===== config.mk =====
export PLATFORM = sky130hd
export DESIGN_NAME = eatr_front
export DESIGN_NICKNAME = d
export VERILOG_FILES = /design/src/hdl/euler_angles_to_rigid_transform_core_assert.svh /design/src/hdl/eatr_pkg.sv /design/src/hdl/eatr_front.sv
export SDC_FILE = /design/constraint.sdc
export NUM_CORES = 1
export LEC_CHECK = 0
export BUFFER_PORTS_ARGS = -buffer_cell sky130_fd_sc_hd__buf_4
export CORE_MARGIN = 1.5
export CORE_UTILIZATION = 63
export CTS_CLUSTER_SIZE = 25
export DETAILED_ROUTE_END_ITERATION = 8
export GPL_ROUTABILITY_DRIVEN = 0
export PLACE_DENSITY = 0.89
export SYNTH_ARGS = -nofsm -noshare
export SYNTH_HDL_FRONTEND = slang
export SYNTH_SLANG_ARGS = --single-unit

===== constraint.sdc =====
create_clock -name clk -period 15.7 [get_ports clk]
set_clock_uncertainty 0.15 [all_clocks]
set_input_delay 2.355 -clock clk [delete_from_list [all_inputs] [get_ports clk]]
set_output_delay 2.355 -clock clk [all_outputs]
set_load 0.02 [all_outputs]

===== src/hdl/euler_angles_to_rigid_transform_core_assert.svh =====
// assertion macros for the euler angle transform core
// needs clk and arst_n in the scope of each use
`ifndef EULER_ANGLES_TO_RIGID_TRANSFORM_CORE_ASSERT_SVH
`define EULER_ANGLES_TO_RIGID_TRANSFORM_CORE_ASSERT_SVH
// same-cycle implication
`define EATR_ASSERT_IMPLY(lbl, ante, cons) \
lbl: assert property (@(posedge clk) disable iff (!arst_n) (ante) |-> (cons)) \
	else $error("eatr: same-cycle check failed");
// next-cycle implication
`define EATR_ASSERT_NEXT(lbl, ante, cons) \
lbl: assert property (@(posedge clk) disable iff (!arst_n) (ante) |=> (cons)) \
	else $error("eatr: next-cycle check failed");
`endif


===== src/hdl/eatr_pkg.sv =====
// shared types, constants and fixed-point helpers for the euler angle core
// no dependencies
package eatr_pkg;
	localparam int ANGLE_FRAC_BITS = 7;
	localparam int ROT_FRAC_BITS = 14;
	localparam int ANGLE_W = 16;
	localparam int SHIFT_W = 32;
	localparam int ROT_W = 16;
	localparam int TURN = 360 << ANGLE_FRAC_BITS;
	localparam int EIGHTH = 45 << ANGLE_FRAC_BITS;
	localparam int HALF_ROUND = (180 << ANGLE_FRAC_BITS) / 2;
	localparam int U_W = $clog2(EIGHTH + 1);
	localparam int AMOD_W = $clog2(TURN);
	localparam int PI_W = 33;
	localparam logic [PI_W-1:0] PI_Q31 = 33'd6746518852;
	localparam int PRE_SH = ANGLE_FRAC_BITS + 2;
	localparam int RAD_W = U_W + PI_W;
	localparam int VS_W = RAD_W - PRE_SH;
	localparam logic [31:0] M45 = 32'((80'd1 << VS_W) / 45);
	localparam int N_TERMS = 7;
	localparam int SC_LAT = 4 + 3 * N_TERMS + 1;
	localparam int BK_LAT = SC_LAT + 3;
	localparam int QDEPTH = 4;
	localparam int QPTR_W = $clog2(QDEPTH);
	localparam int SUM_W = 35;
	localparam int OUT_SH = 31 - ROT_FRAC_BITS;
	localparam int ROT_ONE = 1 << ROT_FRAC_BITS;
	localparam logic [31:0] ONE_Q31 = 32'h8000_0000;

	localparam int DIV_S [N_TERMS] = '{6, 20, 42, 72, 110, 156, 210};
	localparam int DIV_C [N_TERMS] = '{2, 12, 30, 56, 90, 132, 182};
	localparam logic [31:0] RCP_S [N_TERMS] = '{
		32'((64'd1 << 32) / 6), 32'((64'd1 << 32) / 20), 32'((64'd1 << 32) / 42),
		32'((64'd1 << 32) / 72), 32'((64'd1 << 32) / 110), 32'((64'd1 << 32) / 156),
		32'((64'd1 << 32) / 210)};
	localparam logic [31:0] RCP_C [N_TERMS] = '{
		32'((64'd1 << 32) / 2), 32'((64'd1 << 32) / 12), 32'((64'd1 << 32) / 30),
		32'((64'd1 << 32) / 56), 32'((64'd1 << 32) / 90), 32'((64'd1 << 32) / 132),
		32'((64'd1 << 32) / 182)};

	typedef logic [31:0] mag_t;
	typedef logic signed [33:0] q31_t;
	typedef logic signed [SUM_W-1:0] sum_t;

	typedef struct packed {
		logic [2:0] k;
		logic [U_W-1:0] u;
	} ang_t;

	typedef struct packed {
		ang_t roll;
		ang_t pitch;
		ang_t yaw;
		logic signed [SHIFT_W-1:0] sx;
		logic signed [SHIFT_W-1:0] sy;
		logic signed [SHIFT_W-1:0] sz;
	} pose_t;

	typedef struct packed {
		logic empty;
		logic full;
	} q_stat_t;

	function automatic mag_t umul31(input mag_t a, input mag_t b);
		logic [63:0] p;
		p = 64'(a) * 64'(b) + (64'd1 << 30);
		return p[62:31];
	endfunction

	function automatic q31_t smul31(input q31_t a, input q31_t b);
		logic neg;
		logic [33:0] ua;
		logic [33:0] ub;
		logic [67:0] p;
		q31_t m;
		neg = a[33] ^ b[33];
		ua = a[33] ? 34'(-a) : 34'(a);
		ub = b[33] ? 34'(-b) : 34'(b);
		p = 68'(ua) * 68'(ub) + (68'd1 << 30);
		m = q31_t'(p[64:31]);
		return neg ? -m : m;
	endfunction

	function automatic logic signed [ROT_W-1:0] to_out(input sum_t v);
		logic [SUM_W-1:0] mag;
		logic [SUM_W-1:0] m;
		mag = v[SUM_W-1] ? SUM_W'(-v) : SUM_W'(v);
		m = (mag + (SUM_W'(1) << (OUT_SH - 1))) >> OUT_SH;
		if (m > SUM_W'(ROT_ONE)) m = SUM_W'(ROT_ONE);
		return v[SUM_W-1] ? -$signed(ROT_W'(m)) : $signed(ROT_W'(m));
	endfunction
endpackage


===== src/hdl/eatr_front.sv =====
// front end: angle reduction to octant and offset, request queue
// depends on eatr_pkg
module eatr_front (
	input  logic clk,
	input  logic arst_n,
	input  logic in_valid,
	output logic in_stall,
	input  logic signed [eatr_pkg::ANGLE_W-1:0] roll_angle,
	input  logic signed [eatr_pkg::ANGLE_W-1:0] pitch_angle,
	input  logic signed [eatr_pkg::ANGLE_W-1:0] yaw_angle,
	input  logic signed [eatr_pkg::SHIFT_W-1:0] shift_x,
	input  logic signed [eatr_pkg::SHIFT_W-1:0] shift_y,
	input  logic signed [eatr_pkg::SHIFT_W-1:0] shift_z,
	input  logic pop,
	output eatr_pkg::pose_t head,
	output eatr_pkg::q_stat_t q_stat
);
	import eatr_pkg::*;

	function automatic ang_t classify(input logic signed [ANGLE_W-1:0] a);
		logic [AMOD_W-1:0] amod;
		logic [AMOD_W-1:0] r;
		logic [2:0] k;
		ang_t res;
		amod = a[ANGLE_W-1] ? AMOD_W'(32'(a) + TURN) : AMOD_W'(a);
		k = 3'd0;
		for (int i = 1; i < 8; i++) begin
			if (amod >= AMOD_W'(i * EIGHTH)) k = 3'(i);
		end
		r = amod - AMOD_W'(32'(k) * EIGHTH);
		res.k = k;
		res.u = k[0] ? U_W'(AMOD_W'(EIGHTH) - r) : U_W'(r);
		return res;
	endfunction

	pose_t mem_q [QDEPTH];
	logic [QPTR_W-1:0] wr_ptr_q;
	logic [QPTR_W-1:0] rd_ptr_q;
	logic [QPTR_W:0] cnt_q;
	logic push;
	pose_t entry;

	assign in_stall = (cnt_q == (QPTR_W + 1)'(QDEPTH));
	assign push = in_valid && !in_stall;
	assign head = mem_q[rd_ptr_q];
	assign q_stat.empty = (cnt_q == '0);
	assign q_stat.full = in_stall;

	always_comb begin
		entry.roll = classify(roll_angle);
		entry.pitch = classify(pitch_angle);
		entry.yaw = classify(yaw_angle);
		entry.sx = shift_x;
		entry.sy = shift_y;
		entry.sz = shift_z;
	end

	always_ff @(posedge clk) begin
		if (push) mem_q[wr_ptr_q] <= entry;
	end

	always_ff @(posedge clk or negedge arst_n) begin
		if (!arst_n) begin
			wr_ptr_q <= '0;
			rd_ptr_q <= '0;
			cnt_q <= '0;
		end else begin
			if (push) wr_ptr_q <= wr_ptr_q + 1'b1;
			if (pop) rd_ptr_q <= rd_ptr_q + 1'b1;
			case ({push, pop})
				2'b10: cnt_q <= cnt_q + 1'b1;
				2'b01: cnt_q <= cnt_q - 1'b1;
				default: cnt_q <= cnt_q;
			endcase
		end
	end
endmodule


==> impl_metrics.tcl, run 1 <==
set metrics [dict create \
    relSlewSlack_pct 28.8 \
    area_growth_pct 18.4 \
    num-fill-cells 2046 \
    seq_power_share_pct 40.2 \
    hold_violations 0 \
    status "finished, final reports clean" \
    dr_wl_met3_um 5240 \
    critical_path.slowest_cell "o31ai_1" \
    dr.pass1.iters 5 \
    synth_enable_flop_cells 576 \
    crit_type "primary input to flip-flop" \
    placementRows 71 \
    synthFlopType "edfxtp_1" \
    setup_viol 0 \
    r2r_cells 6 \
    swShare_pct 33.8 \
    reg2reg_to "mem_q[1][12]" \
    cp-startpoint "pitch_angle[10]" \
    clkPwrFrac_pct 22.5 \
    cts_setup_buffers 0 \
    grt_pass1_vias 13199 \
    synth_nets 1398 \
    hold_class "flip-flop to flip-flop" \
    layout_commonest_cell "edfxtp_1" \
    leakagePower_nw 10.0 \
    required_ps 15940 \
    synth_area_leaders "edfxtp_1, mux4_2, ha_1" \
    top_layer "met5" \
    grt_setup_unrepaired "no" \
    cts_hold_buffers 0 \
    drc 0 \
    ys_seq_area_share_pct 72.4 \
    gr-total-overflow 0 \
    cts_tree "built" \
    fin_nets 1709 \
    slew_viol_final 0 \
    vias_per_cell 6.16 \
    path_cells "buf_4 -> ha_1 -> nor3_1 -> nand2b_1 -> xor2_1 -> a21o_1 -> nand2_1 -> o31ai_1 -> ha_1 -> ha_1 -> inv_1 -> fa_1 -> ha_1 -> xnor2_1 -> a31oi_1 -> o21ai_1 -> xnor2_1" \
    core_um2 37700 \
    regArea_um2 17500 \
    wirelength_um 55600 \
    root_buffer "clkbuf_16" \
    wirelength_met1_um 19800 \
    crit_path_start_kind "primary input" \
    max_stage_delay_ps 900 \
    period_share_pct 41.4 \
    multi_input_area_um2 6170 \
    grt_start_max_net_pins 65 \
    combPwrFrac_pct 37.3 \
    dieArea_um2 39500 \
    clock-sinks 583 \
    final_area_um2 28500 \
    r2r-start "cnt_q[0]" \
    synthesis.area_um2 24100 \
    async_flop_share_pct 1.20 \
    die_h_um 199 \
    layout-drive-gt1-share_pct 36.3 \
    ctsResizeCount 0 \
    drtIter0Drc 993 \
    tns_ps 0 \
    irDropWorstVdd_mv 0.115 \
    path_clk_slew_ps 60 \
    worstSkewPairLatency_ps 620 \
    yosysWarnings 0 \
    cp.arrival_ps 6740 \
    syn_area_per_cell_um2 20.0 \
    min_period_ps 6500 \
    crit_buf_inv 2 \
    syn-instance-count 1205 \
    path_delay_family "adder cells" \
    htreeDepth 2 \
    clockBufferDepth 3 \
    rrSetupSlack_ps 11550 \
    dp.final_hpwl_um 31800 \
    cts_made_buffers 55 \
    ys_types 79 \
    crit_fanout 11 \
    ioPinCount 295 \
    wl_met2_um 28500 \
    die_x_um 199 \
    placed_cell_area_um2 26800 \
    wl_per_cell_um 26.9 \
    tightest_slew_ps 1060 \
    mostFrequentLayoutCells "edfxtp_1, buf_4, mux4_2" \
    crit_path_end_kind "flip-flop" \
    start_util_pct 64.0 \
    endpoint "mem_q[2][124]" \
    internal-power_mw 3.80 \
    port-buffer-count 294 \
    ys_ff_latch 583 \
    ant_nets 0 \
    grt_pass1_wl_um 82000 \
    grt_antenna_before_repair 4 \
    vias 12746 \
    cpMostUsedCell "ha_1" \
    crit_cells 17 \
    maxCapViolCount 0 \
    yosysTopAreaCell "edfxtp_1" \
    switching_power_mw 1.94 \
    fmax_mhz 154 \
    synth_top_area_share_pct 71.7 \
    p_per_area_nw_per_um2 201 \
    track_usage_pct 28.6 \
]
cells by family (layout without fill, tap and decap cells):
family	Yosys count	after routing	synth area share [%]
compound gates	119	119	3.64
xor+xnor	75	75	2.72
fa+ha+maj	45	45	2.55
buf+inv	106	457	1.99
flops	583	583	72.4
mux	149	149	13.7
other cells	0	2	0
simple gates	128	128	2.97
Yosys cell counts, types with 13 or more instances:
cell	instances
edfxtp_1	576
mux4_2	144
inv_1	53
xnor2_1	44
ha_1	38
xor2_1	31
nand2_1	24
nor2_1	22
a21oi_1	21
clkbuf_1	20
nor3_1	17
buf_1	16
o21ai_0	13
power groups by stage:
stage	logic, mW	registers [mW]	clock network, mW
4_1_cts	2.16	2.31	1.31
2_1_floorplan	1.39	2.29	0
5_1_grt	2.28	2.33	1.36
3_5_place_dp	2.12	2.32	0
3_3_place_gp	2.08	2.28	0
6_report	2.14	2.31	1.29
worst min-delay path by stage:
| stage | from | endpoint | slack [ps] | depth (start not counted) |
|---|---|---|---|---|
| after floorplan | cnt_q[2] | cnt_q[2] | 310 | 1 |
| after detailed placement | cnt_q[2] | cnt_q[2] | 350 | 1 |
| final | cnt_q[2] | cnt_q[2] | 400 | 1 |
| after CTS | cnt_q[2] | cnt_q[2] | 390 | 1 |
| after global routing | cnt_q[2] | cnt_q[2] | 410 | 1 |
| after global placement | cnt_q[2] | cnt_q[2] | 330 | 1 |
per-stage QoR:
stage                     utilization, %  power, mW  worst slack [ps]  hold WS, ps  cells
final                               75.8       5.74              9200          399   2069
after detailed placement            71.1       4.44              8700          347   1970
after floorplan                        -       3.68              9000          307   1205
after global placement              71.1       4.36              8930          330   1970
after global routing                75.8       5.96              8950          406   2069
after CTS                           75.8       5.78              9320          392   2067
cell type report:
| type | count | share of cell area [%] |
|---|---|---|
| antenna | 2 | 0.0175 |
| inverter | 53 | 0.697 |
| timing repair buffer | 307 | 8.07 |
| clock buffer | 61 | 4.98 |
| tap | 511 | 2.24 |
| multi-input combinational | 516 | 21.6 |
| clock inverter | 36 | 1.13 |
| sequential | 583 | 61.2 |
per-layer routing:
metal	vias up	GRT usage, %
li1	5509	-
met1	6471	35.4
met2	628	48.3
met3	134	8.27
met4	4	10.8
met5	-	0
sequential cells by signal, summed over array words and instances, names as in the netlist:
signal / flops
wr_ptr_q: 2
mem_q: 576
cnt_q: 3
rd_ptr_q: 2
Power figures use the tool's default switching activity.
==> inputs of run 2 (changes only) <==
CORE_UTILIZATION = 52   (was 63)
PLACE_DENSITY = 0.78   (was 0.89)
clock period = 5.8 ns   (was 15.7 ns; I/O delays follow)
==> run 2 against run 1 <==
Net effect:
- register-to-register slack worse by 8900 ps
- total power rose to 2.7 times the previous value
- core utilization down 12 points
- die area up 21%
- critical endpoint is now mem_q[1][124]
- largest power group unchanged
==> impl_metrics.tcl, run 2 (synthesis gave the netlist of run 1 again) <==
set metrics [dict create \
    root_buffer "clkbuf_16" \
    r2r-start "cnt_q[0]" \
    placementRows 78 \
    grt_antenna_before_repair 4 \
    grt_setup_unrepaired "no" \
    hold_class "primary input to flip-flop" \
    largest_register_ffs 576 \
    ctsResizeCount 0 \
    required_ps 6040 \
    path_cells "buf_4 -> ha_1 -> nor3_1 -> nand2b_1 -> xnor2_1 -> o41ai_2 -> o311a_1 -> nor2_1 -> inv_1 -> ha_1 -> ha_1 -> inv_1 -> fa_1 -> ha_1 -> xnor2_1 -> a31oi_1 -> o21ai_1 -> xnor2_1" \
    drtIter0Drc 919 \
    crit_path_start_kind "primary input" \
    cts_tree "built" \
    dieArea_um2 47700 \
    htreeDepth 2 \
    core_um2 45600 \
    critical_path.slowest_cell "o311a_1" \
    setup_viol 0 \
    cts_made_buffers 57 \
    cpMostUsedCell "ha_1" \
    dr.pass1.iters 7 \
    grt_pass1_vias 12636 \
    grt_pass1_wl_um 75000 \
    irDropWorstVdd_mv 0.410 \
    hold_violations 0 \
    leakagePower_nw 10.1 \
    placed_cell_area_um2 27000 \
    gr-total-overflow 0 \
    crit_type "primary input to flip-flop" \
    layout_commonest_cell "edfxtp_1" \
    wirelength_um 49400 \
    clockBufferDepth 3 \
    power_mw 15.7 \
    crit_fanout 11 \
    tns_ps 0 \
    max_stage_delay_ps 490 \
    tightest_slew_ps 999 \
    wl_per_cell_um 22.8 \
    dp.final_hpwl_um 30200 \
    largest-register "mem_q" \
    layout-drive-gt1-share_pct 36.5 \
    worstSkewPairLatency_ps 600 \
    area_growth_pct 20.1 \
    crit_buf_inv 3 \
    path_delay_family "adder cells" \
    crit_path_end_kind "flip-flop" \
    port-buffer-count 294 \
    reg_top3 "mem_q x576, cnt_q x3" \
    start_util_pct 52.9 \
    p_per_area_nw_per_um2 543 \
    path_clk_slew_ps 60 \
    mostFrequentLayoutCells "edfxtp_1, buf_4, mux4_2" \
    clock-sinks 583 \
    status "finished, final reports clean" \
    cp-startpoint "pitch_angle[10]" \
    period_share_pct 83.3 \
    die_h_um 218 \
    ioPinCount 295 \
    die_x_um 218 \
    ant_nets 0 \
    final_area_um2 29000 \
    min_period_ps 4830 \
    grt_start_max_net_pins 100 \
    cp.arrival_ps 5070 \
    fin_nets 1713 \
    fmax_mhz 207 \
    maxCapViolCount 0 \
    drc 0 \
    track_usage_pct 20.9 \
    vias 12336 \
    vias_per_cell 5.69 \
    slew_viol_final 0 \
    hold_start "shift_z[11]" \
    relSlewSlack_pct 33.4 \
]
-- run 2: cell types whose count changed in the layout (fill, tap and decap cells not counted), sizes merged, moves of 3 or more --
| cell | before | now |
|---|---|---|
| bufinv | 4 | 9 |
| clkbuf | 61 | 73 |
| clkinv | 29 | 18 |
| inv | 53 | 56 |
-- run 2: cell type report --
| cell class | instances | area (µm²) |
|---|---|---|
| inverter | 53 | 199 |
| clock buffer | 73 | 1540 |
| sequential | 583 | 17500 |
| tap | 600 | 751 |
| fill | 3027 | 16600 |
| antenna | 1 | 2.50 |
| timing repair buffer | 309 | 2410 |
| clock inverter | 32 | 418 |
| multi-input combinational | 516 | 6170 |
-- run 2: per-layer routing --
layer	vias to the layer above	GRT usage [%]	routed length (µm)	share of wire, %
met4	6	5.72	1060	2.1
met2	408	33.9	24400	49
met1	6320	27.5	19800	40
met3	69	6.57	4160	8.4
met5	-	0	39	0.079
li1	5533	-	-	-
-- run 2: repair_timing --
action                    4_1_cts  5_1_grt
hold endpoints to repair        7        0
setup buffers                   0        0
hold buffers                    1        0
-- run 2: path summary, 6_finish.rpt --
kind | cells after the start | endpoint | slack (ps)
setup reg to reg | 5 | mem_q[2][54] | 2640
hold / removal | 1 | mem_q[0][11] | 310
min in group asynchronous | 2 | rd_ptr_q[1] | 490
setup / recovery | 18 | mem_q[1][124] | 970
max in group asynchronous | 2 | rd_ptr_q[0] | 4880
hold reg to reg | 1 | cnt_q[2] | 360
-- run 2: report_power, final --
group	internal [mW]	switching [mW]
combinational	2.49	3.17
clock	2.28	1.52
sequential	5.88	0.398
total	10.6	5.09
-- run 2: metrics by stage --
stage | setup WS (ps) | hold slack [ps] | cells | util, %
6_report | 966 | 311 | 2167 | 63.6
5_1_grt | 660 | 281 | 2166 | 63.6
4_1_cts | 1010 | 273 | 2166 | 63.6
3_5_place_dp | 412 | 336 | 2060 | 59.2
3_3_place_gp | 522 | 323 | 2060 | 59.2
2_1_floorplan | 587 | 307 | 1205 | -
-- run 2: worst register-to-register path, stage by stage, from the launching register on --
cell and delay, ps:
dfrtp_1 390, inv_1 90, and3_1 220, nor2b_1 500, and2_4 750, buf_12 530
